===== config.mk =====
export PLATFORM = sky130hd
export DESIGN_NAME = lpc_fifo
export DESIGN_NICKNAME = d
export VERILOG_FILES = /design/src/sv/lpc_pkg.sv /design/src/sv/lpc_fifo.sv
export SDC_FILE = /design/constraint.sdc
export NUM_CORES = 1
export LEC_CHECK = 0
export BUFFER_PORTS_ARGS = -buffer_cell sky130_fd_sc_hd__clkbuf_2
export CAP_MARGIN = 15
export CORE_AREA = 2 2 181 183
export DETAILED_ROUTE_END_ITERATION = 6
export DIE_AREA = 0 0 183 185
export PLACE_DENSITY = 0.66
export SLEW_MARGIN = 25
export SYNTH_ARGS = -nofsm -noshare
export SYNTH_HDL_FRONTEND = slang
export SYNTH_SLANG_ARGS = --single-unit

===== constraint.sdc =====
create_clock -name clk -period 7.9 [get_ports clk]
set_input_delay 0.395 -clock clk [delete_from_list [all_inputs] [get_ports clk]]
set_output_delay 0.395 -clock clk [all_outputs]
set_load 0.05 [all_outputs]

===== src/sv/lpc_pkg.sv =====
`default_nettype none
// ----------------------------------------------------------------------------
// lpc_pkg
// Shared widths, register indexes and the window record that travels from
// the sample front end to the correlation back end.
// ----------------------------------------------------------------------------
package lpc_pkg;

  localparam int SW  = 16;   // sample width
  localparam int NW  = 7;    // register and window length width
  localparam int SXW = 24;   // sum of samples
  localparam int SQW = 38;   // sum of squares
  localparam int SPW = 39;   // sum of cross products
  localparam int VW  = 50;   // variance and covariance terms
  localparam int OW  = 48;   // multiplier operands
  localparam int MW  = 96;   // product of two operands
  localparam int BW  = 124;  // root search words
  localparam int QW  = 15;   // quotient bits searched
  localparam int CW  = 16;   // correlation width

  localparam logic [QW-1:0] ONE_Q14 = 15'd16384;

  localparam logic [1:0] REG_LAG = 2'd0;
  localparam logic [1:0] REG_WIN = 2'd1;

  typedef struct packed {
    logic [NW-1:0]         n;
    logic signed [SXW-1:0] sx;
    logic signed [SXW-1:0] sy;
    logic signed [SQW-1:0] sxx;
    logic signed [SQW-1:0] syy;
    logic signed [SPW-1:0] sxy;
  } win_t;

endpackage
`default_nettype wire


===== src/sv/lpc_fifo.sv =====
`default_nettype none
// ----------------------------------------------------------------------------
// lpc_fifo
// Two-entry queue of finished window records between front and back end.
// ----------------------------------------------------------------------------
module lpc_fifo (
  input  wire logic      clk,
  input  wire logic      rst,
  input  wire logic      wr,
  input  lpc_pkg::win_t  wdata,
  input  wire logic      rd,
  output lpc_pkg::win_t  rdata,
  output logic [1:0]     cnt
);
  import lpc_pkg::*;

  win_t mem [2];
  logic wptr, rptr;

  always_ff @(posedge clk) begin
    if (wr) begin
      mem[wptr] <= wdata;
    end
  end

  always_ff @(posedge clk) begin
    if (rst) begin
      wptr <= 1'b0;
      rptr <= 1'b0;
      cnt  <= '0;
    end else begin
      if (wr) begin
        wptr <= !wptr;
      end
      if (rd) begin
        rptr <= !rptr;
      end
      cnt <= 2'(cnt + 2'(wr) - 2'(rd));
    end
  end

  assign rdata = mem[rptr];

endmodule
`default_nettype wire


* Word level (Yosys, flattened, before mapping)
Memory sizes are Yosys's and may differ from the RTL's. A register that Yosys moved wholly into a read port is not among the register bits.
Index checks and enable logic that the tools add are counted.
** Word-level totals
- Flip-flop bits (word level) :: 4
- Latch bits :: 0
- RAM bits :: 340
- ROM bits :: 0
- Input bits :: 174
- Output and inout bits :: 172
- Memories kept :: 1
** Memory list
- mem :: words 2, width 170, read ports 1, clocked after Yosys merged registers in 1, write ports 1, line lpc_fifo.sv:17 : win_t mem [2];
** Operators by class
- $add $sub $neg :: 2
- Multipliers :: 0
- Div/mod/pow operators :: 0
- Order comparisons :: 0
- Eq/ne operators :: 0
- Shift-type cells :: 0
- Mux-type cells :: 4
- Bitwise logic cells :: 0
- Reduce and logical (&&, ||, !) cells :: 2
** Operators by type and width (number)
- $mux W1 :: 4
- $add A2 B1 Y2 :: 1
- $logic_not A1 Y1 :: 2
- $sub A2 B1 Y2 :: 1

* Longest topological paths before layout
Gate-level depths: netlist of the first run.
- Depth after elaboration :: 3
- Depth in mapped cells :: 6
- Mapped depth without buffers :: 6

* Worst setup path before layout of the first run
OpenSTA, ideal clock, no wires.
- Path kind :: reg-to-reg
- From :: register wptr
- To :: memory mem[0][0] (netlist name), enable pin
- Setup time :: 723 ps
- Arrival :: 7830 ps
- Data required time :: 7177 ps
- Slack :: -653 ps
- Cell stages (with the launch flop) :: 2
- Buffers on the path :: 0
- Period minus slack after synthesis :: 8553 ps
- Cells stage by stage :: dfxtp_1 > nor2b_1
** RTL lines
- from (decl) :: line lpc_fifo.sv:18 : logic wptr, rptr;
- from (signal assigned) :: line lpc_fifo.sv:33 : wptr <= !wptr;
- to (decl) :: line lpc_fifo.sv:17
No word-level cell before the write port.

==> results.ini, run 1 <==
[global_route]
globalRouteMet2Util = 0.2302
met3_usage = 0.05840
grt_pass1_vias = 6531
grt_max_degree = 72
grt_use_met1 = 0.1631
track_usage = 0.1382
antenna_found_initial = 3
busiest_layer = met2
grt_pass1_wl_um = 35900
grt_overflow = 0

[clock_network]
root_buffer = clkbuf_16
numCtsBuffers = 37
htree_num_levels = 2
postCtsSetupBuffers = 0
cts_resized = 0
clk_latency_ns = 0.51
clkSinkCount = 345
hold_buffers = 0
clockBufferDepth = 3
clk_pin_slew_ns = 0.05
cts_tree = yes

[timing]
tightest_slew_ns = 0.9634
fin_crit_ns = 3.390
fin_ws_ns = 4.510
period_share = 0.4291
rsz0062_at_grt = false
hold_violations = 0
setup_violations = 0
fmax_mhz = 295.0
relSlewSlack = 0.3577
fin_setup_tns_ns = 0
drv_slew = 0
finalClockSkew_ns = 0.01516

[logic_synthesis]
yosysSeqAreaShare = 0.8007
netlist_instances = 548
syn_area_per_cell_um2 = 23.50
ys_ff_latch = 345
syn-num-nets = 724
yosysUniqueCellTypes = 13
synthesis.area_mm2 = 0.01288
yosys_warnings = 0

[critical_path]
max_stage_delay_ns = 0.76
crit_path_end_kind = primary output
cp_cell_sequence = buf_16 > buf_4 > mux2_2 > clkbuf_2
r2r-end = mem[0][152]
crit_required_ns = 7.51
cp-start-kind = flop
r2r_start = wptr
path_max_fanout = 50
crit_type = flop to primary output
cp.arrival_ns = 2.99
reg2regPathDepth = 3
critPathSlowestCell = buf_4
r2r_setup_slack_ns = 5.44

[floorplan]
floorplan.rows = 66
start_util = 0.4019
core_mm2 = 0.03204
dieArea_mm2 = 0.03386
io_pins = 346
die_y_um = 185
die_w_um = 183

[min_path]
hold_start = wdata[39]
hold_path.class = primary input to flop
worst_hold_path.num_cells = 1
min_to = mem[1][39]

[final_layout]
syn2layout_area_growth_pct = 25.44
final_layout_size_suffix_gt1_frac = 0.6085
fill_cells = 2673
antenna_cells = 0
fin_nets = 1097
design_area_mm2 = 0.01615

[drt]
detail_route.wl_per_cell_um = 18.04
num_vias = 6332
vias_per_cell = 4.680
first_iter_violations = 255
detail-route-antenna-nets = 0
routed_wl_um = 24400
drc = 0
firstDrtPassIters = 4

[power]
power.density_mw_per_mm2 = 281.0
leakage_uw = 0.006334
max-vdd-ir-drop_v = 0.0002411

[job]
drv_cap = 0

[placed_design]
place_ws_ns = 5.007
routabilityCongestion = 0.6991
place_area_mm2 = 0.01504
io_buffers = 345

[status]
status = completed

-- worst max-delay path: cells and delay by family, from the launching register on --
family,cells,cell delay [ns]
buffers and inverters,3,1.31
DFF,1,0.67
muxes,1,0.42
-- layout by cell type (no fill, tap or decap), drive strengths merged --
cell type	instances
and2	1
buf	8
bufinv	1
clkbuf	398
clkinv	7
dfxtp	5
edfxtp	340
ha	2
inv	4
mux2	170
nor2	4
nor2b	2
xnor2	2
xnor3	1
-- layout make-up --
type | instances | area (µm²) | share of cell area
repair buffers | 353 | 1807 | 0.1119
inverters | 2 | 7.507 | 0.0004648
multi-input cells | 182 | 2399 | 0.1485
well taps | 408 | 510.5 | 0.03161
flip-flops and latches | 345 | 10310 | 0.6385
clock inverters | 10 | 86.33 | 0.005345
clock buffers | 53 | 1028 | 0.06368
-- power by group --
group          switching (µW)  internal, µW
Combinational             537           234
Clock                     656           939
Sequential               32.3          2140
Total                    1230          3310
-- worst max path at each step --
stage / startpoint / end / slack, ns
after CTS: flop / rdata[65] / 4.46
after floorplan: wr / mem[0][0] / 2.64
after global placement: flop / rdata[65] / 4.76
final: flop / rdata[65] / 4.51
after global routing: flop / rdata[65] / 4.34
after detailed placement: flop / rdata[65] / 5.01
-- flip-flops by register name, indices dropped and copies added (netlist names), named ones only --
signal,cells
mem,340
cnt,2
wptr,1
rptr,1
-- per-stage QoR --
stage	hold WS [ns]	utilization	power [µW]	instances
6_report	0.07203	0.5041	4539	1353
3_5_place_dp	0.5081	0.4693	2993	1290
5_1_grt	0.04688	0.5041	4704	1353
2_1_floorplan	0.4666	-	2818	548
3_3_place_gp	0.4928	0.4684	2982	1289
4_1_cts	0.04332	0.5041	4605	1353
-- logic make-up after synthesis --
| family | share of synthesized area |
|---|---|
| buffers and inverters | 0.01380 |
| xor gates and xnor gates | 0.003110 |
| muxes | 0.1778 |
| adders and majority gates | 0.001943 |
| DFF | 0.8007 |
| and+or+nand+nor | 0.002623 |
-- layer usage --
metal	routed length, µm	share of wire
met5	41	0.0017
met4	550	0.023
met3	2330	0.095
met2	12040	0.49
met1	9440	0.39
-- cell usage after synthesis, drive strengths merged --
master	instances	area [µm²]
xnor3	1	22.52
dfxtp	5	100.1
xnor2	2	17.52
inv	2	7.510
nor2	4	15.01
buf	19	170.2
and2	1	6.260
nor2b	2	12.51
mux2	170	2290
ha	2	25.02
edfxtp	340	10210
(Power assumes the default switching activity.)
==> inputs of run 2 (changes only) <==
--- a/config.mk
+++ b/config.mk
@@ -5,12 +5,13 @@
 export SDC_FILE = /design/constraint.sdc
 export NUM_CORES = 1
 export LEC_CHECK = 0
+export ABC_AREA = 1
 export BUFFER_PORTS_ARGS = -buffer_cell sky130_fd_sc_hd__clkbuf_2
 export CAP_MARGIN = 15
 export CORE_AREA = 2 2 181 183
 export DETAILED_ROUTE_END_ITERATION = 6
 export DIE_AREA = 0 0 183 185
-export PLACE_DENSITY = 0.66
+export PLACE_DENSITY = 0.67
 export SLEW_MARGIN = 25
 export SYNTH_ARGS = -nofsm -noshare
 export SYNTH_HDL_FRONTEND = slang
==> constraint.sdc (replaced) <==
create_clock -name clk -period 3 [get_ports clk]
set_input_delay 0.15 -clock clk [delete_from_list [all_inputs] [get_ports clk]]
set_output_delay 0.15 -clock clk [all_outputs]
set_load 0.05 [all_outputs]
==> run 2 against run 1 <==
Critical endpoint is now rdata[22]. Cell count up 14%. Clock skew is 0.0061 ns lower. Clock power grew to 2.7 times the previous value. Flip-flop and latch count did not move. Die area unchanged. Critical path depth is 1 lower. Via count up 12%. First-iteration DRC count up 28%. Sequential share of layout area down 6.7 points. Sequential power grew to 2.6 times the previous value.
==> results.ini, run 2 <==
[power]
max-vdd-ir-drop_v = 0.0005917  ; +150%
finalPower_uw = 12090  ; +170%
power.density_mw_per_mm2 = 670.1  ; +140%
leakage_uw = 0.007139  ; +13%

[timing]
finalClockSkew_ns = 0.009040  ; -0.006125 ns
rsz0062_at_grt = false
fmax_mhz = 435.3
fin_ws_ns = 0.7026  ; -3.807 ns
drv_slew = 0  ; unchanged
hold_slack_ns = 0.3636  ; +0.2915 ns
fin_crit_ns = 2.297
tightest_slew_ns = 0.7838  ; -0.1796 ns
hold_violations = 0  ; unchanged
period_share = 0.7658
relSlewSlack = 0.4764  ; +0.1186
setup_violations = 0  ; unchanged

[critical_path]
path_max_fanout = 50  ; unchanged
cp.arrival_ns = 2.15  ; -0.84 ns
crit_type = flop to primary output
max_stage_delay_ns = 0.57  ; -0.19 ns
r2r_start = wptr
crit_required_ns = 2.85  ; -4.66 ns
path_delay_family = buffers and inverters
cp_cell_sequence = buf_12 > mux2_2 > clkbuf_2
worst-path-buf-inv = 2  ; -1
r2r_setup_slack_ns = 1.14  ; -4.30 ns
critPathSlowestCell = dfxtp_4
cp-start-kind = flop
crit_path_end_kind = primary output

[logic_synthesis]
yosysSeqAreaShare = 0.8001  ; about the same
netlist_instances = 558  ; +1.8%
syn_area_per_cell_um2 = 23.09  ; -1.7%
syn-num-nets = 734  ; +1.4%
synth_area_leader_cell = edfxtp_1
synth_top_flop_cell = edfxtp_1
synth_top_area_share = 0.7923  ; about the same
synthesis.area_mm2 = 0.01289  ; about the same
ys_ff_latch = 345  ; unchanged
yosysUniqueCellTypes = 14  ; +1
synth_edf_count = 340  ; unchanged
synthTopCellsByArea = edfxtp_1, mux2_4, mux2_2, buf_6, dfxtp_1
async_flop_share = 0  ; unchanged
yosys_warnings = 0  ; unchanged
synth_common_cells = edfxtp_1, mux2_4, mux2_2
synthMostInstantiatedCell = edfxtp_1

[global_route]
antenna_found_initial = 0  ; -3
grt_pass1_vias = 7566  ; +16%
grt_max_degree = 100  ; +39%
track_usage = 0.1536  ; +0.01538
grt_pass1_wl_um = 40400  ; +13%
grt_overflow = 0  ; unchanged

[final_layout]
area.sequential_mm2 = 0.01031  ; about the same
fill_cells = 2468  ; -7.7%
final_cells = 1546  ; +14%
top_regs = mem: 340 flops, cnt: 2 flops
fin_nets = 1286  ; +17%
syn2layout_area_growth_pct = 40.02
top_register = mem
final_cell_mix = clkbuf_2, edfxtp_1, dlygate4sd3_1
utilization = 0.5631  ; +0.05904
layout_commonest_cell = clkbuf_2
multi_input_area_mm2 = 0.002386  ; -0.52%
antenna_cells = 0  ; unchanged
final_layout_size_suffix_gt1_frac = 0.5141  ; -0.09441
largest_register_ffs = 340  ; unchanged

[drt]
detail-route-antenna-nets = 0  ; unchanged
first_iter_violations = 326  ; +28%
num_vias = 7115  ; +12%
firstDrtPassIters = 4  ; unchanged
drc = 0  ; unchanged
routed_wl_um = 27310  ; +12%
detail_route.wl_per_cell_um = 17.66  ; -2.1%
vias_per_cell = 4.602  ; -1.7%

[min_path]
hold_start = wdata[66]
hold_path.class = primary input to flop

[placed_design]
io_buffers = 345  ; unchanged
routabilityCongestion = 0.7366  ; +5.4%
placed_cells = 1305  ; +1.2%
dpl.hpwl_um = 16920
place_ws_ns = 1.127  ; -3.880 ns

[clock_network]
cts_tree = yes
numCtsBuffers = 38  ; +2.7%
clk_latency_ns = 0.51  ; about the same
htree_num_levels = 2  ; unchanged
clk_pin_slew_ns = 0.06  ; about the same
clockBufferDepth = 3  ; unchanged
root_buffer = clkbuf_16
clkSinkCount = 345  ; unchanged
postCtsSetupBuffers = 0  ; unchanged

[floorplan]
floorplan.rows = 66  ; unchanged
die_w_um = 183  ; unchanged
io_pins = 346  ; unchanged
die_y_um = 185  ; unchanged
core_mm2 = 0.03204  ; unchanged
dieArea_mm2 = 0.03386  ; unchanged
start_util = 0.4022  ; about the same

[job]
drv_cap = 0  ; unchanged

[status]
status = completed

-- run 2: cell count changes after synthesis, moves of 2 or more --
cell | before | now
nor2b_1 | 2 | 0
nor2_1 | 4 | 6
inv_1 | 2 | 8
nand2_1 | 0 | 4
-- run 2: final timing paths --
path	cells after the start	to
max	3	rdata[22]
min	2	mem[1][66]
min reg2reg	2	flop
max reg2reg	3	mem[1][140]
-- run 2: worst register-to-register path: stages (launching register included) --
cell	delay, ns
dfxtp_2	0.34
nand2_2	0.08
clkinvlp_4	0.62
buf_12	0.47
-- run 2: power by group --
part | internal (µW) | switching (µW)
Sequential | 5590 | 74.6
Combinational | 741 | 1390
Clock | 2550 | 1750
Total | 8880 | 3210
-- run 2: cell type report --
class                   count  area share
clock buffers              49     0.05617
clock inverters            19    0.007836
inverters                   8    0.001872
multi-input cells         186      0.1322
flip-flops and latches    345      0.5717
well taps                 408     0.02829
repair buffers            531      0.2019
-- run 2: metrics by stage --
stage | TNS [ns] | cell area (µm²)
6_report | 0 | 18040
3_5_place_dp | 0 | 15160
5_1_grt | 0 | 18040
4_1_cts | 0 | 18040
2_1_floorplan | -96.26 | 12900
3_3_place_gp | 0 | 15160
-- run 2: repair_timing --
item,in CTS,in global routing
endpoints found under the hold margin,345,0
hold buffers,173,0
gates resized for setup,0,0
-- run 2: cell families after synthesis --
kind of cell / Yosys count / share of synthesized area
buffers and inverters: 27 / 0.01554
multiplexers: 170 / 0.1777
adder cells (fa/ha/maj): 2 / 0.001942
XOR/XNOR: 1 / 0.0006798
AND/OR/NAND/NOR: 12 / 0.003688
AO/OA/AOI/OAI: 1 / 0.0003880
flip-flops: 345 / 0.8001
-- run 2: metal layers --
| metal | share of wire | track usage | vias to the layer above |
|---|---|---|---|
| met1 | 0.38 | 0.1723 | 3466 |
| met4 | 0.034 | 0.06016 | 0 |
| met5 | 0 | 0 | - |
| li1 | - | - | 3328 |
| met2 | 0.52 | 0.2758 | 255 |
| met3 | 0.069 | 0.04483 | 66 |
