`src/sv/lpc_pkg.sv`:
```
`default_nettype none
// ----------------------------------------------------------------------------
// lpc_pkg
// Shared widths, register indexes and the window record that travels from
// the sample front end to the correlation back end.
// ----------------------------------------------------------------------------
package lpc_pkg;

  localparam int SW  = 16;   // sample width
  localparam int NW  = 7;    // register and window length width
  localparam int SXW = 24;   // sum of samples
  localparam int SQW = 38;   // sum of squares
  localparam int SPW = 39;   // sum of cross products
  localparam int VW  = 50;   // variance and covariance terms
  localparam int OW  = 48;   // multiplier operands
  localparam int MW  = 96;   // product of two operands
  localparam int BW  = 124;  // root search words
  localparam int QW  = 15;   // quotient bits searched
  localparam int CW  = 16;   // correlation width

  localparam logic [QW-1:0] ONE_Q14 = 15'd16384;

  localparam logic [1:0] REG_LAG = 2'd0;
  localparam logic [1:0] REG_WIN = 2'd1;

  typedef struct packed {
    logic [NW-1:0]         n;
    logic signed [SXW-1:0] sx;
    logic signed [SXW-1:0] sy;
    logic signed [SQW-1:0] sxx;
    logic signed [SQW-1:0] syy;
    logic signed [SPW-1:0] sxy;
  } win_t;

endpackage
`default_nettype wire

```
`src/sv/lpc_front.sv`:
```
`default_nettype none
// ----------------------------------------------------------------------------
// lpc_front
// Takes samples, pairs each with the one lag places earlier through a delay
// memory and accumulates the window sums; a finished window goes out as one
// record.
// ----------------------------------------------------------------------------
module lpc_front #(
  parameter int MAX_LAG    = 128,
  parameter int MAX_WINDOW = 64
) (
  input  wire logic                      clk,
  input  wire logic                      rst,
  input  wire logic                      push,
  output logic                           full,
  input  wire logic signed [15:0]        sample,
  input  wire logic [6:0]                lag,
  input  wire logic [6:0]                window_len,
  input  wire logic [1:0]                fifo_cnt,
  output logic                           win_push,
  output lpc_pkg::win_t                  win
);
  import lpc_pkg::*;

  localparam int AW = (MAX_LAG > 1) ? $clog2(MAX_LAG) : 1;

  logic signed [SW-1:0] mem [MAX_LAG];
  logic [MAX_LAG-1:0]   vld;
  logic [7:0]           cnt;
  logic [AW-1:0]        wptr;
  logic [AW-1:0]        rd_addr;
  logic signed [SW-1:0] rd_data;
  logic                 rd_vld;

  logic                 s2_valid;
  logic signed [SW-1:0] s2_s;
  logic                 s2_acc;
  logic                 s2_byp;
  logic                 s2_last;
  logic [NW-1:0]        s2_n;

  logic signed [SXW-1:0] sum_x, sum_y;
  logic signed [SQW-1:0] sum_xx, sum_yy;
  logic signed [SPW-1:0] sum_xy;

  logic [NW-1:0] n_eff, l_eff;
  logic          take, in_win, last;
  logic [8:0]    k9, l9, n9;
  int            tmp;

  logic signed [SW-1:0]  x;
  logic signed [31:0]    pxx, pyy, pxy;
  logic signed [SXW-1:0] nsx, nsy;
  logic signed [SQW-1:0] nsxx, nsyy;
  logic signed [SPW-1:0] nsxy;

  always_comb begin
    if (window_len == '0) begin
      n_eff = NW'(1);
    end else if (int'(window_len) > MAX_WINDOW) begin
      n_eff = NW'(MAX_WINDOW);
    end else begin
      n_eff = window_len;
    end
    if (int'(lag) > MAX_LAG - 1) begin
      l_eff = NW'(MAX_LAG - 1);
    end else begin
      l_eff = lag;
    end
    k9     = {1'b0, cnt};
    l9     = 9'(l_eff);
    n9     = 9'(n_eff);
    in_win = (k9 >= l9) && ((k9 - l9) < n9);
    last   = (k9 + 9'd1) >= (n9 + l9);
    tmp    = int'(wptr) - int'(l_eff);
    if (tmp < 0) begin
      tmp = tmp + MAX_LAG;
    end
    rd_addr = AW'(tmp);
    // keep room in the queue for window ends still in the accumulate and output stages
    full = ((3'(fifo_cnt) + 3'(s2_valid && s2_last) + 3'(win_push)) >= 3'd2);
    take = push && !full;
  end

  // delay memory
  always_ff @(posedge clk) begin
    if (take) begin
      mem[wptr] <= sample;
      rd_data   <= mem[rd_addr];
    end
  end

  always_ff @(posedge clk) begin
    if (rst) begin
      vld      <= '0;
      cnt      <= '0;
      wptr     <= '0;
      s2_valid <= 1'b0;
      rd_vld   <= 1'b0;
    end else begin
      s2_valid <= take;
      if (take) begin
        vld[wptr] <= 1'b1;
        rd_vld    <= vld[rd_addr];
        if (last) begin
          cnt  <= '0;
          wptr <= '0;
        end else begin
          cnt <= cnt + 8'd1;
          if (int'(wptr) == MAX_LAG - 1) begin
            wptr <= '0;
          end else begin
            wptr <= wptr + AW'(1);
          end
        end
      end
    end
  end

  always_ff @(posedge clk) begin
    if (take) begin
      s2_s    <= sample;
      s2_acc  <= in_win;
      s2_byp  <= (l_eff == '0);
      s2_last <= last;
      s2_n    <= n_eff;
    end
  end

  always_comb begin
    if (s2_byp) begin
      x = s2_s;
    end else if (rd_vld) begin
      x = rd_data;
    end else begin
      x = '0;
    end
    pxx  = x * x;
    pyy  = s2_s * s2_s;
    pxy  = x * s2_s;
    nsx  = sum_x;
    nsy  = sum_y;
    nsxx = sum_xx;
    nsyy = sum_yy;
    nsxy = sum_xy;
    if (s2_acc) begin
      nsx  = sum_x + {{(SXW-SW){x[SW-1]}}, x};
      nsy  = sum_y + {{(SXW-SW){s2_s[SW-1]}}, s2_s};
      nsxx = sum_xx + {{(SQW-32){pxx[31]}}, pxx};
      nsyy = sum_yy + {{(SQW-32){pyy[31]}}, pyy};
      nsxy = sum_xy + {{(SPW-32){pxy[31]}}, pxy};
    end
  end

  always_ff @(posedge clk) begin
    if (rst) begin
      sum_x    <= '0;
      sum_y    <= '0;
      sum_xx   <= '0;
      sum_yy   <= '0;
      sum_xy   <= '0;
      win_push <= 1'b0;
    end else begin
      win_push <= s2_valid && s2_last;
      if (s2_valid) begin
        if (s2_last) begin
          sum_x  <= '0;
          sum_y  <= '0;
          sum_xx <= '0;
          sum_yy <= '0;
          sum_xy <= '0;
        end else begin
          sum_x  <= nsx;
          sum_y  <= nsy;
          sum_xx <= nsxx;
          sum_yy <= nsyy;
          sum_xy <= nsxy;
        end
      end
    end
  end

  always_ff @(posedge clk) begin
    if (s2_valid && s2_last) begin
      win.n   <= s2_n;
      win.sx  <= nsx;
      win.sy  <= nsy;
      win.sxx <= nsxx;
      win.syy <= nsyy;
      win.sxy <= nsxy;
    end
  end

endmodule
`default_nettype wire

```
`config.mk`:
```
export PLATFORM = sky130hd
export DESIGN_NAME = lpc_front
export DESIGN_NICKNAME = d
export VERILOG_FILES = /design/src/sv/lpc_pkg.sv /design/src/sv/lpc_front.sv
export SDC_FILE = /design/constraint.sdc
export NUM_CORES = 2
export LEC_CHECK = 0
export ABC_AREA = 1
export BUFFER_PORTS_ARGS = -buffer_cell sky130_fd_sc_hd__buf_2
export CORE_MARGIN = 4
export CORE_UTILIZATION = 30
export DETAILED_ROUTE_END_ITERATION = 7
export PLACE_DENSITY = 0.42
export RECOVER_POWER = 100
export SLEW_MARGIN = 20
export SYNTH_ARGS = -nofsm -noshare
export SYNTH_HDL_FRONTEND = slang
export SYNTH_SLANG_ARGS = --single-unit
```
`constraint.sdc`:
```
create_clock -name clk -period 14.29 [get_ports clk]
set_input_delay 2.858 -clock clk [delete_from_list [all_inputs] [get_ports clk]]
set_output_delay 2.858 -clock clk [all_outputs]
set_load 0.03 [all_outputs]
```
==> Yosys cells after proc, flatten, opt, wreduce, memory -nomap -nowiden <==
Memory sizes are Yosys's and may differ from the RTL's. A register that Yosys moved wholly into a read port is not among the register bits.
Index checks and enable logic that the tools add are counted.
{ "totals": {"reg_bits": 505, "latchBits": 0, "mem_bits_rw": 2048, "romBits": 0, "input_bits": 35, "wordCells": 82, "n_memories": 1} }
{ "op_classes": {"n_addsub": 14, "n_mul": 3, "n_div": 0, "n_lt_le_gt_ge": 9, "eq_ne": 1, "n_shift": 0, "mux": 24, "bitwise_logic": 1, "n_reduce_logical": 7} }
{ "mem_list": {"columns": ["name", "depth", "width", "rd", "rd_clocked_by_memory_dff", "wr", "line_no", "source"], "rows": [
  ["mem", 128, 16, 1, 1, 1, "lpc_front.sv:27", "logic signed [SW-1:0] mem [MAX_LAG];"]
]} }
{ "ops": {"columns": ["op", "n"], "rows": [
  ["2-to-1 mux 38 bit", 4],
  ["bitwise OR 128 bit", 1],
  ["multiplier 16 x 16 -> 32 bit", 3],
  ["2-to-1 mux 24 bit", 4],
  ["2-to-1 mux 39 bit", 2],
  ["adder 38 bit", 2],
  ["adder 24 bit", 2],
  ["adder 39 bit", 1],
  ["2-to-1 mux 7 bit", 5],
  ["2-to-1 mux 16 bit", 2],
  ["< comparator 7 x 8 -> 1 bit, second input constant", 2],
  ["adder 7 x 1 -> 7 bit, second input constant", 2],
  ["zero test 7 bit", 2],
  ["adder 8 x 1 -> 9 bit, second input constant", 1],
  ["greater-or-equal comparator 9 x 8 -> 1 bit", 1],
  ["< comparator 9 x 7 -> 1 bit", 1],
  ["subtractor 8 x 7 -> 9 bit", 1],
  ["adder 7 x 7 -> 8 bit", 1],
  ["adder 8 x 1 -> 8 bit, second input constant", 1],
  ["greater-or-equal comparator 8 x 7 -> 1 bit", 1],
  ["< comparator 8 x 1 -> 1 bit, second input constant", 1],
  ["2-to-1 mux 8 bit", 1],
  ["subtractor 7 x 7 -> 8 bit", 1],
  ["binary-select mux 1 bit (select 7 bit)", 1],
  ["other kinds (10)", 16]
]} }

==> Depth between registers and ports, before layout <==
{ "logic_depth": {"ltp_word": 8, "ltp_mapped": 51} }

==> Worst setup path before layout <==
OpenSTA, ideal clock, no wires.
{ "synth_timing": {"path_type": "register -> register", "start": "register s2_s[15]", "end": "register win[35] (netlist bit) (data pin)", "setup_time_ns": 0.255, "arrival_time_ns": 7.939, "t_required_ns": 14.035, "setup_slack_ns": 6.097, "stages_incl_launch_ff": 34, "synth_period_minus_slack_ns": 8.193, "cell_sequence": "edfxtp_1 -> buf_2 -> inv_1 -> o22ai_2 -> clkbuf_1 -> nand2_1 -> fa_1 -> inv_1 -> fa_1 -> fa_1 -> fa_1 -> fa_1 -> inv_1 -> fa_1 -> inv_1 -> ha_1 -> a21o_1 -> a31o_2 -> a21oi_1 -> nand3_1 -> nand2_1 -> nand2_1 -> nand3_1 -> nand2_1 -> xor2_1 -> ha_1 -> nand2_1 -> nor2_1 -> inv_1 -> nor4_1 -> nand3_1 -> nand4_1 -> nand3_1 -> and2_1"} }
{ "synth_between": {"elab_chain_cells": 4} }
{ "synth_rtl": {"columns": ["element", "line_no", "source"], "rows": [
  ["start, declared", "lpc_front.sv:36", "logic signed [SW-1:0] s2_s;"],
  ["start signal, assigned", "lpc_front.sv:122", "s2_s <= sample;"],
  ["2-to-1 mux 16 bit", "lpc_front.sv:131", "if (s2_byp) begin"],
  ["multiplier 16 x 16 -> 32 bit *", "lpc_front.sv:140", "pxy = x * s2_s;"],
  ["adder 39 bit *", "lpc_front.sv:151", "nsxy = sum_xy + {{(SPW-32){pxy[31]}}, pxy};"],
  ["2-to-1 mux 39 bit *", "lpc_front.sv:146", "if (s2_acc) begin"],
  ["net nsxy[35]", "lpc_front.sv:55", "logic signed [SPW-1:0] nsxy;"],
  ["end, declared", "lpc_front.sv:21", "output lpc_pkg::win_t win"]
]} }
The timed path passes the listed nets; every way through them passes the cells marked *.
A chain may end at the register's enable or synchronous reset.

==> Worst setup path in the final report <==
{ "layout_timing": {"start": "input port lag[0]", "end": "register rd_data[4], read port of mem (data pin)"} }
{ "layout_between": {"elab_chain_cells": 3} }
{ "layout_rtl": {"columns": ["element", "line_no", "source"], "rows": [
  ["start, declared", "lpc_front.sv:17", "input wire logic [6:0] lag,"],
  ["subtractor 7 x 7 -> 8 bit *", "lpc_front.sv:75", "tmp = int'(wptr) - int'(l_eff);"],
  ["adder 7 x 1 -> 7 bit / < comparator 8 x 1 -> 1 bit (equally long branches)", "lpc_front.sv:77, lpc_front.sv:76", null],
  ["2-to-1 mux 7 bit *", "lpc_front.sv:76", "if (tmp < 0) begin"],
  ["end, declared", "lpc_front.sv:32", "logic signed [SW-1:0] rd_data;"]
]} }
Every way passes the cells marked *; elsewhere a longest branch is shown, timed or not.

==> results.yml <==
die:
  dieArea_um2: 479000
  fp-row-count: 250
  core_area_um2: 464800
  start_util: 0.3021
  die_y_um: 692.1
  floorplan.die.width_um: 692.1
  ioPinCount: 207
sta:
  fmax_ghz: 0.08167
  unrepaired_setup_endpoints_after_global_routing: "false"
  setup_violating_endpoint_count_in_the_final_report: 0
  timing.final.crit_period_ps: 12240
  report.final.slew_viol_count: 2939
  timing.final.ws_setup_ps: 2046
  timing.final.hold_violations: 0
  final.setup_skew_ps: 82.27
  worst_slew_margin_rel: -2.433
  slew_worst_pin_ps: 5149
  timing.hold.ws_ps: 417.1
  finalSetupTns_ps: 0
  period_share: 0.8568
drt:
  route.vias.total: 100700
  drt-wirelength-per-cell_um: 23.35
  detail_route.iter0.violations: 7560
  antenna_violating_nets_post_route: 0
  first_pass_iters: 6
  residual_drc_count: 0
  drt-total-wl_um: 479400
  via_per_inst: 4.906
place:
  dp_hpwl_um: 312900
  gpl.final_weighted_congestion: 0.8675
  portBuffers: 206
  dpl_worst_slack_ps: 3975
  placed_cell_area_um2: 148800
  placed_cells_incl_taps: 19950
global_routing:
  largest_net_degree_at_the_start_of_global_routing: 234
  grt_use_total: 0.1951
  grt_first_pass_wirelength_um: 699800
  grt_pass1_vias: 100400
  gr-total-overflow: 0
  antenna_found_initial: 32
logic_synthesis:
  synth.yosys.seq_area_share: 0.5274
  ys_seq_elements: 2569
  syn_area_um2: 140400
  yosys_warnings: 0
  synth-edff-count: 2260
  synth_nets: 15210
  synth.lib_cells_used.distinct: 58
  synth_instances: 13970
  ys.flop_type: "edfxtp_1"
  post_synth_arst_share: 0
  syn-mean-instance-area_um2: 10.05
critical_path:
  criticalPathCategory: "input port to flip-flop"
  worst-path-max-fanout: 93
  worst_ep_arrival_time_ps: 12830
  crit_path_start_kind: "input port"
  worstPathRequired_ps: 14870
  crit_path_end_kind: "flip-flop"
layout:
  final_util: 0.3396
  drive_above_1_share: 0.05116
  design_area_um2: 157900
  instances_no_fill: 20530
  fillers: 47900
  area.growth.synth_to_final_pct: 12.44
  nets: 15320
clocking:
  tritoncts_sinks: 2569
  clkSlewWorstSetupHoldPaths_ps: 60
  cts_setup_buffers: 0
  number_of_buffers_added_by_the_clock_tree_synthesis_step: 312
  cts_hold_buffers: 0
  cts_htree_levels: 5
  post_cts_resize_count: 0
  clkLatencyLatePin_ps: 930
  tritoncts: "built"
  clock-root-buffer: "clkbuf_16"
  max-clock-path-buffers: 4
run:
  max_cap_violations: 60
pwr:
  max-vdd-ir-drop_v: 0.0002516
  power_density_nw_per_um2: 227.9
  totalPowerFinal_mw: 35.97
  p_leak_nw: 60.92
hold_path:
  holdCritPathClass: "flip-flop to flip-flop"
run_status:
  outcome: "complete, but fails checks"
  violations: "capacitance limit, slew limit"
cells by family (layout without fill, tap and decap cells):
family                   Yosys count  in the layout  synth area share
AND/OR/NAND/NOR                 4957           4957            0.1406
adder cells (fa/ha/maj)         1199           1199            0.1465
AO/OA/AOI/OAI                   2763           2763            0.1083
XOR/XNOR                         199            199           0.01247
buffers and inverters           2286           2661           0.06473
other                              0              9                 0
flip-flops                      2569           2569            0.5274
power by group:
part,internal (mW),total (mW),switching (mW)
logic,6.23,19.6,13.4
registers,8.44,8.51,0.0692
clock network,4.58,7.86,3.28
state kept, by name (all words and copies together), names as in the netlist, 7 cells and up:
signal   count
mem       2048
wptr         7
rd_data     16
sum_yy      38
s2_n         7
cnt          8
win        170
s2_s        16
sum_x       24
sum_xy      39
sum_xx      38
sum_y       24
vld        128
cell usage in the layout, fill, tap and decap left out, types with 11 or more instances in the layout:
| cell type | count |
|---|---|
| dfxtp_1 | 309 |
| inv_2 | 11 |
| clkbuf_16 | 320 |
| o22ai_1 | 545 |
| buf_12 | 12 |
| a32oi_1 | 16 |
| ha_1 | 456 |
| xor2_1 | 106 |
| and2_0 | 30 |
| a31oi_1 | 89 |
| o22ai_2 | 13 |
| buf_2 | 14 |
| nor2_2 | 23 |
| o21ai_1 | 65 |
| a21boi_0 | 28 |
| edfxtp_1 | 2260 |
| bufinv_16 | 17 |
| nor3_1 | 67 |
| nand3_1 | 443 |
| inv_6 | 15 |
| clkinv_1 | 56 |
| clkbuf_1 | 416 |
| clkinv_2 | 46 |
| fa_1 | 741 |
| inv_1 | 1566 |
| nor4_1 | 14 |
| o21ai_0 | 1408 |
| nand2_1 | 2315 |
| xnor2_1 | 89 |
| a21o_1 | 37 |
| clkbuf_8 | 28 |
| a21oi_1 | 451 |
| or2_2 | 56 |
| o211ai_1 | 33 |
| buf_4 | 124 |
| nand4_1 | 47 |
| nor2_1 | 1925 |
| o21bai_1 | 41 |
| o21a_1 | 19 |
routing by layer:
metal	vias to the layer above	routed length, um	part of all wire	GRT usage
li1	47310	-	-	-
met1	50750	224200	0.47	0.2767
met2	2196	223600	0.47	0.3222
met3	466	21840	0.046	0.02325
met4	6	9758	0.020	0.03725
met5	-	40	0.000083	0
cells in the mapped netlist (9+ instances only):
cell type / instances / area, um^2
edfxtp_1: 2260 / 67870
buf_6: 18 / 202.7
a21o_1: 37 / 277.8
o21ai_0: 1367 / 6842
o211ai_1: 32 / 240.2
nand4_1: 47 / 294.0
a31oi_1: 89 / 556.8
o21bai_1: 40 / 300.3
nor4_1: 14 / 87.58
o21ai_1: 100 / 500.5
nand3_1: 443 / 2217
ha_1: 457 / 5718
or2_2: 56 / 350.3
clkbuf_1: 408 / 1531
buf_4: 31 / 232.7
buf_2: 192 / 960.9
xor2_1: 109 / 954.7
inv_2: 10 / 37.54
o22ai_1: 554 / 3466
nor2_1: 1949 / 7316
dfxtp_1: 309 / 6186
a21boi_0: 27 / 202.7
clkinv_1: 9 / 33.78
buf_1: 40 / 150.1
o21a_1: 19 / 142.6
nor3_1: 66 / 330.3
a21oi_1: 451 / 2257
nand2_1: 2311 / 8675
inv_1: 1576 / 5916
nand2_2: 9 / 56.30
fa_1: 742 / 14850
a32oi_1: 16 / 140.1
xnor2_1: 89 / 779.5
and2_1: 38 / 237.7
worst max-delay path, stage by stage:
cell	delay, ps
clkbuf_1	450
ha_4	210
inv_1	60
fa_4	1100
clkinvlp_2	3630
clkbuf_1	1610
buf_12	540
o21ai_0	160
o22ai_1	120
nand2_1	70
nand2_1	100
o21ai_0	160
a31oi_1	140
o21ai_0	800
o21ai_1	340
nand2_1	140
nand2_1	130
final cells by class:
| type | count | area, um^2 | share of cell area |
|---|---|---|---|
| sequential | 2569 | 74050 | 0.4691 |
| multi-input combinational | 9118 | 57450 | 0.3639 |
| clock buffer | 422 | 8671 | 0.05492 |
| tap | 6174 | 7725 | 0.04893 |
| inverter | 1596 | 6042 | 0.03827 |
| timing repair buffer | 493 | 2540 | 0.01609 |
| clock inverter | 150 | 1374 | 0.008702 |
| antenna | 9 | 22.52 | 0.0001427 |
final timing paths:
kind	start	end	slack [ps]	cells after the start
max	lag[0]	rd_data[4]	2050	17
min	s2_n[6]	win[169]	420	0
max reg2reg	s2_s[2]	sum_xx[34]	2940	45
min reg2reg	s2_n[6]	win[169]	420	0
No activity file was read; power rests on OpenSTA's default activity.
